===== config.mk =====
export PLATFORM = sky130hd
export DESIGN_NAME = acftp_div_cell
export DESIGN_NICKNAME = d
export VERILOG_FILES = /design/src/hw/rtl/acftp_div_cell.sv
export SDC_FILE = /design/constraint.sdc
export NUM_CORES = 1
export LEC_CHECK = 0
export ABC_AREA = 1
export BUFFER_PORTS_ARGS = -buffer_cell sky130_fd_sc_hd__buf_2
export CAP_MARGIN = 5
export CORE_AREA = 10 10 197 199
export DETAILED_ROUTE_END_ITERATION = 10
export DIE_AREA = 0 0 207 209
export GPL_ROUTABILITY_DRIVEN = 0
export PLACE_DENSITY = 0.71
export SLEW_MARGIN = 20
export SYNTH_ARGS = -nofsm -noshare
export SYNTH_HDL_FRONTEND = slang
export SYNTH_SLANG_ARGS = --single-unit

===== constraint.sdc =====
create_clock -name clk -period 0.8 [get_ports clk]
set_input_delay 0.04 -clock clk [delete_from_list [all_inputs] [get_ports clk]]
set_output_delay 0.04 -clock clk [all_outputs]
set_load 0.02 [all_outputs]

===== src/hw/rtl/acftp_div_cell.sv =====
`default_nettype none

// one restoring division step: one quotient bit per cell
module acftp_div_cell #(
	parameter int NB = 126,
	parameter int LW = 65,
	parameter int SW = 8
) (
	input  wire            clk,
	input  wire            arst_n,
	input  wire            v_in,
	input  wire [LW:0]     rem_in,
	input  wire [NB-1:0]   nq_in,
	input  wire [LW-1:0]   dvs_in,
	input  wire [SW-1:0]   side_in,
	output logic           v_q,
	output logic [LW:0]    rem_q,
	output logic [NB-1:0]  nq_q,
	output logic [LW-1:0]  dvs_q,
	output logic [SW-1:0]  side_q
);

	logic [LW:0] trial;
	logic        ge;

	assign trial = {rem_in[LW-1:0], nq_in[NB-1]};
	assign ge    = trial >= {1'b0, dvs_in};

	always_ff @(posedge clk or negedge arst_n) begin
		if (!arst_n) begin
			v_q <= 1'b0;
		end else begin
			v_q <= v_in;
		end
	end

	always_ff @(posedge clk) begin
		rem_q  <= ge ? (trial - {1'b0, dvs_in}) : trial;
		// dividend bits leave at the top, quotient bits enter at the bottom
		nq_q   <= {nq_in[NB-2:0], ge};
		dvs_q  <= dvs_in;
		side_q <= side_in;
	end

endmodule

`default_nettype wire


# After elaboration in Yosys (flattened, before gate mapping)
# Index checks and enable logic that the tools add are counted.
# classes
n_lt_le_gt_ge,1
n_addsub,1
n_mux,1
# ops
operator,n
$ge A66 B65 Y1,1
$mux W66,1
$sub A66 B65 Y66,1
# totals
register_bits,266
out_inout_bits,266

# Depth between registers and ports, before layout
# logic_depth
ltp_word,2
ltp_mapped,19

# Least setup slack after synthesis
# OpenSTA, ideal clock, no wires.
# synth_path
path_type,input to register
from,input dvs_in[36]
to,register rem_q[33]
stages,15
arrival_time_ps,1693
required_ps,688
path_slack_ps,-1005
path_cell_list,inv_1 ha_1 nand2_1 nor2_1 inv_1 nor2_1 nand2_1 nor2_1 nand4_1 nand3_1 nor2_1 buf_4 buf_6 nand2_1 nand2_1
# synth_between
elab_chain_cells,2
# synth_rtl
item,line_no,rtl
"start, declared",14,"input wire [LW-1:0] dvs_in,"
$ge A66 B65 Y1,27,"assign ge = trial >= {1'b0, dvs_in};"
$mux W66,38,"rem_q <= ge ? (trial - {1'b0, dvs_in}) : trial;"
"end signal, assigned",38,
"end, declared",17,"output logic [LW:0] rem_q,"
# No other way between the ends.

# Worst setup path after layout
# layout_path
from,input dvs_in[27]
to,register rem_q[23]
# Same word-level chain as after synthesis.

==> flow_metrics.py <==
metrics = {
    "timing": {
        "holdWs_ns": -0.355,
        "fin_ws_ns": -0.829,
        "drv_slew": 0,
        "grt_setup_unrepaired": "yes",
        "min_period_ns": 1.63,
        "fmax_ghz": 0.614,
        "finalSetupViolCount": 333,
        "hold_viol_final": 17,
        "min_period_over_period": 2.04,
        "worstMarginPinSlew_ns": 0.353,
        "slew_headroom": 0.764,
    },
    "floorplanning": {
        "row_count": 69,
        "die-width_um": 207,
        "chipHeight_um": 209,
        "initial_utilization": 0.353,
        "die_area_mm2": 0.0433,
        "core_area_mm2": 0.0351,
        "io_pins": 534,
    },
    "global_routing": {
        "grt_pass1_wl_um": 97500,
        "grtUsageTotal": 0.287,
        "grt_pass1_vias": 16200,
        "antenna_found_initial": 8,
        "grt_remaining_overflow": 0,
        "grt_start_max_net_pins": 31,
    },
    "status": {
        "violations": "hold timing, setup timing",
        "status": "finished, violations left",
    },
    "critical_path": {
        "crit_path_start": "dvs_in[27]",
        "cp_max_fo": 7,
        "required_ns": 1.29,
        "endpoint_kind": "flop",
        "start_kind": "input pin",
        "arrival_ns": 2.12,
        "worstSetupPathType": "in2reg",
    },
    "placement": {
        "dp_hpwl_um": 49200,
        "place_area_mm2": 0.0184,
        "port_buffers": 532,
    },
    "clock_tree": {
        "cts_max_level": 1,
        "cts_tree": "done",
        "cts.clk_slew.worst_paths_ns": 0.07,
        "cts_buffer_depth": 3,
        "cts_made_buffers": 28,
        "clkSinkCount": 266,
        "cts_root_buffer": "clkbuf_16",
    },
    "routing": {
        "via_per_inst": 4.86,
        "via_count": 16500,
        "drtIter0Drc": 1376,
        "totalWireLength_um": 75200,
        "drtAntennaViolNets": 0,
        "wl_per_cell_um": 22.2,
        "first_pass_iters": 8,
        "drc": 0,
    },
    "layout": {
        "design_area_mm2": 0.0254,
        "syn2layout_area_growth_pct": 105,
        "final-seq-area_mm2": 0.00566,
        "multi_input_area_mm2": 0.00731,
        "final_nets": 3238,
        "drive_gt1_frac": 0.495,
        "fillCellCount": 2384,
    },
    "worst_hold_path": {
        "hold_class": "in2reg",
        "hp-start": "dvs_in[0]",
    },
    "logic_synthesis": {
        "synthTopCellsByArea": "dfxtp_1, nand2_1, inv_1, ha_1, nor2_1",
        "yosys_warnings": 0,
        "ys_ff_latch": 266,
        "syn-mean-instance-area_um2": 6.75,
        "yosys.cell_types.count": 29,
        "syn_area_mm2": 0.0124,
        "ys_seq_area_frac": 0.431,
        "synth_area_leader_cell": "dfxtp_1",
        "postSynthCellCount": 1834,
        "syn-num-nets": 2168,
        "netlist.area_leader.share": 0.429,
    },
    "pwr": {
        "irDropWorstVdd_mv": 1.80,
        "p_per_area_mw_per_mm2": 1830,
        "total_power_w": 0.0466,
        "p_leak_nw": 13.2,
    },
    "job": {
        "cap_violations": 0,
    },
}
layout by cell type, fill, tap and decap left out, types with 3 or more instances in the layout:
master,netlist,routed
buf_6,9,283
dfxtp_1,265,4
nand3_1,65,54
ha_4,0,65
buf_12,0,6
inv_2,0,41
inv_6,0,6
buf_16,0,3
dlygate4sd3_1,0,255
inv_12,0,3
o21ai_0,14,12
and2_1,3,3
nor2_1,129,89
buf_2,2,246
nand3_2,0,10
nor2_2,6,26
dfxtp_2,0,259
a21oi_1,54,36
bufinv_16,0,6
a21oi_2,1,18
inv_1,358,301
clkbuf_16,0,40
clkinv_2,0,4
nand3b_1,4,4
nand2_2,2,88
nor2_4,0,20
clkbuf_8,0,3
nor3_1,12,7
xor2_1,37,37
nor3_2,0,4
buf_4,1,244
buf_8,0,7
diode_2,0,3
nand2_4,0,41
nand2_1,778,650
inv_4,0,12
nand4_1,8,8
o21bai_1,9,9
logic make-up after synthesis:
kind of cell,Yosys count,share of synthesized area
and+or+nand+nor,1011,0.321
buffers and inverters,373,0.119
DFF,266,0.431
AOI/OAI and AO/OA,80,0.0349
adders and majority gates,66,0.0673
xor gates and xnor gates,38,0.0269
area by class of cell:
class | instances | share of cell area
clock inverter | 19 | 0.0111
multi-input combinational | 1195 | 0.288
inverter | 358 | 0.0557
sequential | 266 | 0.223
clock buffer | 33 | 0.0303
antenna | 3 | 0.000295
timing repair buffer | 1055 | 0.369
tap | 461 | 0.0227
cell usage after synthesis:
cell type,count
nor3_1,12
nand4_1,8
nand3b_1,4
o21bai_1,9
buf_4,1
dfrtp_1,1
inv_1,358
ha_1,65
nor2_1,129
and2_1,3
dfxtp_1,265
a21oi_2,1
xnor2_1,1
nand3_1,65
nor2_2,6
nand2_1,778
clkbuf_1,3
buf_2,2
fa_1,1
buf_6,9
nor3b_1,1
o21ai_0,14
nand2_2,2
or2_2,1
nand4_2,1
o21a_1,2
or3_1,1
xor2_1,37
a21oi_1,54
through the flow:
stage          TNS (ns)  hold WS, ns   util  std cells  setup slack [ns]
2_1_floorplan    -54.39       -0.256      -       1834            -0.841
3_3_place_gp     -88.12       -0.182  0.525       3045             -1.41
3_5_place_dp     -89.05       -0.182  0.525       3045             -1.45
4_1_cts         -120.08       -0.423  0.643       3352            -0.637
5_1_grt         -130.08       -0.362  0.725       3390            -0.932
6_report        -118.49       -0.355  0.725       3390            -0.829
repair_timing:
action                                 in CTS  in global routing
pin swaps                                  18                 61
resized for setup                         164                954
endpoints found under the hold margin     266                 22
gates cloned                                3                 15
setup buffers                               5                 12
hold buffers                              247                  8
setup endpoints to repair                 333                333
worst max-delay path: stages:
cell and delay, ns:
buf_2 0.11, inv_1 0.14, ha_4 0.25, nand2_1 0.07, nand2_1 0.07, nand2_1 0.06, nand2_1 0.07, nand2_1 0.09
nand2_2 0.06, a21oi_2 0.15, nand2_1 0.09, nand2_2 0.11, nand3_2 0.09, nor2_4 0.18, buf_6 0.18, clkbuf_16 0.18
nand2_1 0.08, nand2_1 0.08
registers in the layout (all words and copies together), names as in the netlist:
| signal | count |
|---|---|
| dvs_q | 65 |
| rem_q | 66 |
| v_q | 1 |
| nq_q | 126 |
| side_q | 8 |
path summary, 6_finish.rpt:
path / slack (ns) / cells after the start / endpoint
setup / recovery: -0.83 / 18 / rem_q[23]
hold / removal: -0.35 / 1 / dvs_q[0]
max in group asynchronous: 0.28 / 3 / v_q
min in group asynchronous: 0.40 / 3 / v_q
layer usage:
layer / global-route usage / share of wire
met2: 0.519 / 0.49
met1: 0.321 / 0.35
met4: 0.128 / 0.085
met5: 0 / 0.00072
met3: 0.0520 / 0.071
report_power, final:
group / total [W] / switching (W) / leakage, nW / internal, W
registers: 0.0154 / 0.000718 / 2.25 / 0.0147
logic: 0.0161 / 0.00849 / 10.4 / 0.00766
clock network: 0.0150 / 0.00605 / 0.520 / 0.00895
total: 0.0466 / 0.0153 / 13.2 / 0.0313
Power figures use the tool's default switching activity.
