<file path="config.mk">
export PLATFORM = sky130hd
export DESIGN_NAME = acftp_sqrt_cell
export DESIGN_NICKNAME = d
export VERILOG_FILES = /design/src/hw/rtl/acftp_sqrt_cell.sv
export SDC_FILE = /design/constraint.sdc
export NUM_CORES = 1
export LEC_CHECK = 0
export ABC_AREA = 1
export BUFFER_PORTS_ARGS = -buffer_cell sky130_fd_sc_hd__buf_2
export CORE_AREA = 2 2 207 209
export DETAILED_ROUTE_END_ITERATION = 10
export DIE_AREA = 0 0 209 211
export HOLD_SLACK_MARGIN = 0.12
export PLACE_DENSITY = 0.56
export REMOVE_ABC_BUFFERS = 1
export SLEW_MARGIN = 20
export SYNTH_ARGS = -nofsm -noshare
export SYNTH_HDL_FRONTEND = slang
export SYNTH_SLANG_ARGS = --single-unit
</file>
<file path="constraint.sdc">
create_clock -name clk -period 0.8 [get_ports clk]
set_clock_uncertainty 0.1 [all_clocks]
set_input_delay 0.16 -clock clk [delete_from_list [all_inputs] [get_ports clk]]
set_output_delay 0.16 -clock clk [all_outputs]
set_load 0.005 [all_outputs]
</file>
<file path="src/hw/rtl/acftp_sqrt_cell.sv">
`default_nettype none

// one digit-by-digit square root step: one root bit per cell
module acftp_sqrt_cell #(
	parameter int NB = 126,
	parameter int SB = 63,
	parameter int SW = 8
) (
	input  wire            clk,
	input  wire            arst_n,
	input  wire            v_in,
	input  wire [SB+2:0]   rem_in,
	input  wire [SB-1:0]   root_in,
	input  wire [NB-1:0]   rad_in,
	input  wire [SW-1:0]   side_in,
	output logic           v_q,
	output logic [SB+2:0]  rem_q,
	output logic [SB-1:0]  root_q,
	output logic [NB-1:0]  rad_q,
	output logic [SW-1:0]  side_q
);

	logic [SB+2:0] trial;
	logic [SB+2:0] cand;
	logic          ge;

	assign trial = {rem_in[SB:0], rad_in[NB-1:NB-2]};
	assign cand  = {1'b0, root_in, 2'b01};
	assign ge    = trial >= cand;

	always_ff @(posedge clk or negedge arst_n) begin
		if (!arst_n) begin
			v_q <= 1'b0;
		end else begin
			v_q <= v_in;
		end
	end

	always_ff @(posedge clk) begin
		rem_q  <= ge ? (trial - cand) : trial;
		root_q <= {root_in[SB-2:0], ge};
		rad_q  <= {rad_in[NB-3:0], 2'b00};
		side_q <= side_in;
	end

endmodule

`default_nettype wire

</file>
; After elaboration in Yosys (flattened, before gate mapping)
; Index checks and enable logic that the tools add are counted.
[op_classes]
n_mul = 0
n_shift = 0
n_div = 0
reduce_logical = 0
bitwise = 0
order_cmp = 1
n_addsub = 1
n_eq_ne = 0
n_mux = 1
[op_table]
columns = operator, count
row1 = 66-bit by 65-bit >= comparator with 1-bit output, 1
row2 = 66-bit two-way mux, 1
row3 = 66-bit by 65-bit subtractor with 66-bit output, 1
[totals]
out_inout_bits = 264
mem_bits_rw = 0
memories = 0
reg_bits = 262
latch_bits = 0
romBits = 0

; Longest topological paths before layout
; Gate-level depths: netlist of run 1.
[logic_depth]
depth_word = 2
mapped_depth = 19
mapped_depth_nobuf = 18

; Worst setup path after synthesis of run 1
; Ideal clock, no wire load.
[synth_timing]
path_type = in2reg
start = input port root_in[46]
end = register rem_q[23]
n_path_buf = 2
setup_ns = 0.112
arrival_time_ns = 1.726
required_ns = 0.588
slack_ns = -1.138
cell_stages = 16
cell_sequence = inv_1 > ha_1 > nand2_1 > inv_2 > a21oi_2 > inv_1 > a21oi_2 > nand2_1 > nand2_1 > nand3_1 > nor2_2 > nand2_4 > buf_12 > buf_12 > nand2_1 > nand2_1
[synth_between]
elab_chain_cells = 2
[synth_lines]
columns = item, line
row1 = "start, declared", 13  ; input wire [SB-1:0] root_in,
row2 = 66-bit by 65-bit >= comparator with 1-bit output, 29  ; assign ge = trial >= cand;
row3 = 66-bit two-way mux, 40  ; rem_q <= ge ? (trial - cand) : trial;
row4 = "end signal, assigned", 40
row5 = "end, declared", 17  ; output logic [SB+2:0] rem_q,
; No other way between the ends.

; Worst setup path in the final report of run 1
[layout_timing]
start = input port root_in[17]
end = register rem_q[27]
[layout_between]
elab_chain_cells = 2
elab_cells_between_ends = 3
[layout_lines]
columns = item, line
row1 = 66-bit by 65-bit subtractor with 66-bit output or 66-bit by 65-bit >= comparator with 1-bit output (tied branches), "40, 29"
row2 = 66-bit two-way mux (*), 40
; Mark *: on every way between the ends. The rest lies on a longest branch, timed or not.

==> impl_metrics.csv, run 1 <==
group,metric,value,unit
drt,drtPass1Iterations,5,
critical_path,slowest_delay,0.34,ns
layout,fin_util,58.1,%
drt,wire_per_inst,18.5,um
min_path,holdCritPathClass,"in -> reg",
floorplan,ios,530,
timing,rsz0062_at_grt,"true",
critical_path,worstPathArrival,2.15,ns
cts,htreeDepth,1,
cts,clockBufferDepth,3,
cts,cts.sinks,262,
timing,max_freq,559,MHz
synthesis,ys_seq_elements,262,
cts,cts_tree,"done",
synthesis,syn_avg_cell_area,6.91,sq um
drt,drt-total-wl,63.5,mm
floorplan,fp-row-count,75,
drt,postRouteAntennaNets,0,
critical_path,startpoint_type,"input port",
synthesis,netlist_instances,1800,
cts,cts-buffers-inserted,28,
global_routing,grt_antenna_before_repair,1,
placement,gp_congestion,0.942,
critical_path,criticalPathCategory,"in -> reg",
timing,timing.final.crit_share,223,%
floorplan,die_y,211,um
global_routing,grt_pass1_vias,15000,
layout,layout-drive-gt1-share,49.7,%
synthesis,yosys.area.top_type_share,42.0,%
cts,clk_pin_slew,0.06,ns
critical_path,cp_max_fo,5,
drt,vias_per_cell,4.40,
timing,period_needed,1.79,ns
global_routing,grt_pass1_wl,84.5,mm
timing,hold_viol,59,
layout,finalNetCount,3196,
drt,drc,0,
floorplan,coreArea,41800,sq um
global_routing,grt_max_degree,44,
pwr,p_per_area,1760,nW/um^2
synthesis,syn_area,12400,sq um
timing,maxSlewViolCount,0,
pwr,power_leakage,12.7,nW
global_routing,grt.total_usage,25.3,%
synthesis,synth_top_area_cell,"dfxtp_1",
synthesis,synth_cell_type_count,33,
synthesis,ys_seq_area_share,42.2,%
cts,clockRootBuffer,"clkbuf_16",
critical_path,required,1.16,ns
drt,drt_iter0_markers,787,
critical_path,path_cells,"buf_2, inv_2, ha_4, nand2_4, nor2_4, nand2_4, nor2_4, nand4_1, nor4_2, buf_4, nor2_4, buf_8, clkbuf_16, nand2_1, nand2_1",
timing,setup_viol,330,
critical_path,worstSetupEndpointType,"register",
placement,dpl.hpwl,46.3,mm
job,cap_violations,0,
timing,whs,-0.429,ns
layout,final_area,24300,sq um
synthesis,ys_warn_count,0,
global_routing,grt.overflow.total,0,
outcome,status,"finished, violations left",
synthesis,yosys-top-cells-area,"dfxtp_1 (42%), nand2_1 (21%), inv_1 (10%), ha_1 (6.5%), nor2_1 (3.6%)",
critical_path,cpMostUsedCell,"nor2_4",
floorplan,die_w,209,um
placement,portBuffers,525,
floorplan,start_util,29.8,%
timing,fin_ws,-0.987,ns
placement,dpl-instance-area,17700,sq um
floorplan,die-area,44100,sq um
drt,num_vias,15100,
layout,area_delta_synth_final,95.2,%
outcome,failed_checks,"negative hold slack, negative setup slack",
pwr,vdd_drop_max,1750,uV
critical_path,crit_slowest_cell,"nor4_2",
[state kept, by name (all words and copies together) (netlist names)]
name    cells
rad_q     124
rem_q      66
root_q     63
side_q      8
v_q         1
[per-stage QoR]
| stage | total power (W) | hold WS, ns | instances | setup TNS, ns | worst slack [ns] |
|---|---|---|---|---|---|
| finish | 0.0426 | -0.429 | 3427 | -180.67 | -0.987 |
| global route | 0.0447 | -0.469 | 3427 | -194.83 | -1.02 |
| CTS | 0.0402 | -0.455 | 3368 | -187.24 | -0.929 |
| detailed placement | 0.0246 | -0.104 | 3122 | -109.40 | -1.98 |
| global placement | 0.0246 | -0.101 | 3122 | -108.97 | -2.03 |
| floorplan | 0.0191 | -0.236 | 1785 | -181.63 | -2.77 |
[placed cells by master (no fill, tap or decap), types with 6 or more instances in the layout]
cell type and n:
nand3_4 8, nand2_4 50, inv_4 6, inv_1 284
buf_2 404, nor2_2 25, xor2_1 35, nor2_4 33
ha_1 7, inv_2 57, nand2_1 555, nand3b_1 19
buf_4 292, dfxtp_2 111, dlygate4sd3_1 207, nor2_1 81
buf_12 9, nand3_1 41, a21oi_2 21, nand4_1 9
dfxtp_1 149, a21oi_4 8, buf_6 124, ha_4 58
o21ai_0 12, clkbuf_8 6, a21oi_1 28, o21bai_1 9
clkbuf_16 36, nand2_2 132, nand3_2 22
[cell usage after synthesis]
cell        n
dfxtp_1   261
conb_1      1
inv_2      12
nor3_1      8
nand3_2     2
buf_12      4
a21oi_1    52
nand2_2    35
nor2_4      4
and2_1      1
a21oi_2     5
clkinv_1    2
ha_1       65
buf_6       6
nand4_1     9
nor4_1      1
nand2_1   701
or2_2       1
buf_2       4
buf_4       2
xnor2_1     2
nand3b_1   19
inv_1     335
nor3_2      1
nor2_2     15
o21ai_1     2
nand2_4     1
nand3_1    69
o21ai_0    13
dfrtp_1     1
nor2_1    120
o21bai_1    9
xor2_1     37
[layout make-up]
| cell class | instances | area (sq um) |
|---|---|---|
| Antenna cell | 1 | 2.50 |
| Clock buffer | 37 | 795 |
| Clock inverter | 15 | 218 |
| Fill cell | 3699 | 17500 |
| Inverter | 349 | 1330 |
| Multi-Input combinational cell | 1175 | 7710 |
| Sequential cell | 262 | 5390 |
| Tap cell | 539 | 674 |
| Timing Repair Buffer | 1049 | 8150 |
[final timing paths]
path	from	endpoint	slack, ns	cells after the start
worst max-delay path	root_in[17]	rem_q[27]	-0.99	15
max in group asynchronous	arst_n	v_q	-0.01	3
worst min-delay path	root_in[19]	root_q[20]	-0.43	1
min in group asynchronous	arst_n	v_q	0.44	3
[power breakdown]
group	switching, W	internal (W)	leakage (nW)
combinational	0.00693	0.00686	10.0
sequential	0.000440	0.0144	2.22
clock	0.00570	0.00834	0.485
total	0.0131	0.0296	12.7
[timing repair]
action | 4_1_cts | 5_1_grt
resized for setup | 165 | 587
cloned | 1 | 14
endpoints found under the hold margin | 262 | 113
pin swaps | 5 | 159
setup endpoints to repair | 329 | 329
buffers inserted | 4 | 27
hold buffers | 189 | 18
[layer usage]
| metal | track usage (%) | vias to the layer above | wire length (um) |
|---|---|---|---|
| met2 | 47.0 | 498 | 32100 |
| met1 | 28.7 | 6947 | 24700 |
| met3 | 4.97 | 130 | 3650 |
| met5 | 0 | - | 0 |
| met4 | 8.94 | 0 | 3050 |
| li1 | - | 7497 | - |
[critical path: cells and delay by family]
| family | cells | cell delay [ns] |
|---|---|---|
| simple gates | 9 | 1.04 |
| buf+inv | 5 | 0.66 |
| fa+ha+maj | 1 | 0.29 |
[kinds of logic (layout without fill, tap and decap cells)]
kind of cell	count (synthesis)	in the layout	share of synthesized area [%]
xor+xnor	39	39	2.75
buf+inv	365	1450	12.0
other cells	1	3	0.0302
flops	262	262	42.2
simple gates	987	988	32.9
fa+ha+maj	65	65	6.54
compound gates	81	81	3.59
Power figures use the tool's default switching activity.
==> run 2: changes to the inputs <==
--- a/config.mk
+++ b/config.mk
@@ -7,11 +7,10 @@
 export LEC_CHECK = 0
 export ABC_AREA = 1
 export BUFFER_PORTS_ARGS = -buffer_cell sky130_fd_sc_hd__buf_2
-export CORE_AREA = 2 2 207 209
+export CORE_AREA = 4 4 203 205
 export DETAILED_ROUTE_END_ITERATION = 10
-export DIE_AREA = 0 0 209 211
+export DIE_AREA = 0 0 207 209
 export HOLD_SLACK_MARGIN = 0.12
-export PLACE_DENSITY = 0.56
 export REMOVE_ABC_BUFFERS = 1
 export SLEW_MARGIN = 20
 export SYNTH_ARGS = -nofsm -noshare
==> impl_metrics.csv, run 2 (synthesis gave the netlist of run 1 again) <==
group,metric,value,unit
outcome,status,"finished, violations left",
outcome,failed_checks,"negative hold slack, negative setup slack",
placement,dpl.hpwl,47.1,mm
cts,htreeDepth,1,
global_routing,grt_busiest_layer,"met2",
layout,largest-register,"rad_q",
critical_path,worstSetupEndpointType,"register",
drt,wire_per_inst,18.5,um
drt,drt_iter0_markers,814,
global_routing,grt_max_degree,39,
critical_path,cp-endpoint,"rem_q[56]",
pwr,totalPowerFinal,0.0414,W
critical_path,cp_max_fo,13,
drt,drtPass1Iterations,5,
floorplan,die-area,43300,sq um
cts,cts-buffers-inserted,29,
global_routing,grt.total_usage,26.0,%
floorplan,die_w,207,um
floorplan,coreArea,39500,sq um
layout,area_delta_synth_final,90.4,%
job,cap_violations,0,
layout,final_cell_mix,"nand2_1 (596), buf_2 (462), inv_1 (298)",
layout,largest_reg_flops,124,
placement,gp_congestion,1.02,
critical_path,crit_start,"root_in[26]",
drt,postRouteAntennaNets,0,
timing,fin_ws,-1.07,ns
drt,drt-total-wl,63.8,mm
critical_path,criticalPathCategory,"in -> reg",
global_routing,gr-usage-met3,3.69,%
global_routing,grt.overflow.total,0,
floorplan,ios,530,
drt,vias_per_cell,4.44,
global_routing,grt_pass1_vias,15200,
min_path,holdCritPathClass,"in -> reg",
placement,portBuffers,525,
timing,maxSlewViolCount,0,
global_routing,met2_usage,48.5,%
pwr,power_leakage,12.6,nW
cts,clockBufferDepth,3,
pwr,vdd_drop_max,1670,uV
global_routing,grt_antenna_before_repair,3,
floorplan,die_y,209,um
timing,max_freq,534,MHz
floorplan,fp-row-count,73,
global_routing,grt_pass1_wl,89.0,mm
cts,clockRootBuffer,"clkbuf_16",
layout,finalNetCount,3223,
timing,whs,-0.378,ns
cts,cts.sinks,262,
layout,layout-drive-gt1-share,45.1,%
timing,hold_viol,39,
critical_path,worstPathArrival,2.22,ns
timing,fin_tns_setup,-178.19,ns
layout,top_regs,"rad_q x124, rem_q x66, root_q x63",
drt,drc,0,
layout,fillerInstances,3502,
timing,period_needed,1.87,ns
cts,clk_pin_slew,0.07,ns
timing,setup_viol,330,
timing,rsz0062_at_grt,"true",
cts,cts_tree,"done",
critical_path,required,1.15,ns
timing,timing.final.crit_share,234,%
floorplan,start_util,31.5,%
drt,num_vias,15300,
global_routing,grt_util_met1,31.0,%
pwr,p_per_area,1750,nW/um^2
layout,final_common_cell,"nand2_1",
critical_path,startpoint_type,"input port",
-- run 2: changes by cell type in the layout (fill, tap and decap cells not counted), moves of 9 or more --
cell	delta
inv_1	+14
dfxtp_2	-55
nand2_4	-24
inv_2	-9
dfxtp_1	+56
nand3_1	+18
nand2_1	+41
buf_6	-55
dlygate4sd3_1	+19
nand2_2	-19
nand3_2	-11
buf_2	+58
a21oi_1	+10
-- run 2: repair_timing --
action                                  in CTS  in global routing
pin swaps                                    6                 38
resized for setup                          120                395
endpoints found under the setup margin     329                330
hold buffers                               210                 16
endpoints found under the hold margin      262                 60
cloned                                       0                 11
setup buffers                                2                 38
-- run 2: stage by stage --
| step | utilization, % | instance area, sq um | setup WS (ns) | instances |
|---|---|---|---|---|
| 3_3_place_gp | 44.8 | 17700 | -1.86 | 3109 |
| 2_1_floorplan | - | 12300 | -2.77 | 1785 |
| 5_1_grt | 60.0 | 23700 | -1.13 | 3442 |
| 4_1_cts | 53.7 | 21200 | -0.974 | 3374 |
| 3_5_place_dp | 44.8 | 17700 | -1.85 | 3109 |
| 6_report | 60.0 | 23700 | -1.07 | 3442 |
-- run 2: area by class of cell --
class	count	area, sq um	share of cell area (%)
antenna	3	7.51	0.0317
clock buffer	38	810	3.42
clock inverter	15	154	0.650
inverter	349	1320	5.56
multi-input combinational	1174	7320	30.9
sequential	262	5320	22.5
tap	525	657	2.78
timing repair buffer	1076	8080	34.2
-- run 2: worst max-delay path: stages --
cell	delay, ns
buf_2	0.09
inv_1	0.07
ha_4	0.30
nand2_4	0.07
nor2_4	0.12
nand2_2	0.09
nor2_4	0.18
nand4_1	0.16
nor4_4	0.20
buf_4	0.17
nor2_4	0.05
buf_12	0.13
buf_4	0.14
clkbuf_16	0.17
nand2_1	0.06
nand2_1	0.05
-- run 2: where the power goes --
part / total (W) / internal (W) / switching [W]
Sequential: 0.0147 / 0.0143 / 0.000382
Clock: 0.0136 / 0.00784 / 0.00574
Combinational: 0.0131 / 0.00652 / 0.00662
-- run 2: worst min-delay path by stage --
| stage | end | cells after the start | from | slack, ns |
|---|---|---|---|---|
| floorplan | v_q | 0 | arst_n | -0.24 |
| global placement | v_q | 1 | arst_n | -0.14 |
| detailed placement | v_q | 1 | arst_n | -0.13 |
| CTS | root_q[19] | 1 | root_in[18] | -0.42 |
| global route | root_q[19] | 1 | root_in[18] | -0.40 |
| finish | root_q[19] | 1 | root_in[18] | -0.38 |
-- run 2: metal layers --
| metal | routed length, um | vias to the layer above |
|---|---|---|
| met5 | 0 | - |
| met4 | 2510 | 0 |
| met3 | 3360 | 126 |
| met2 | 32500 | 538 |
| met1 | 25400 | 7064 |
| li1 | - | 7552 |
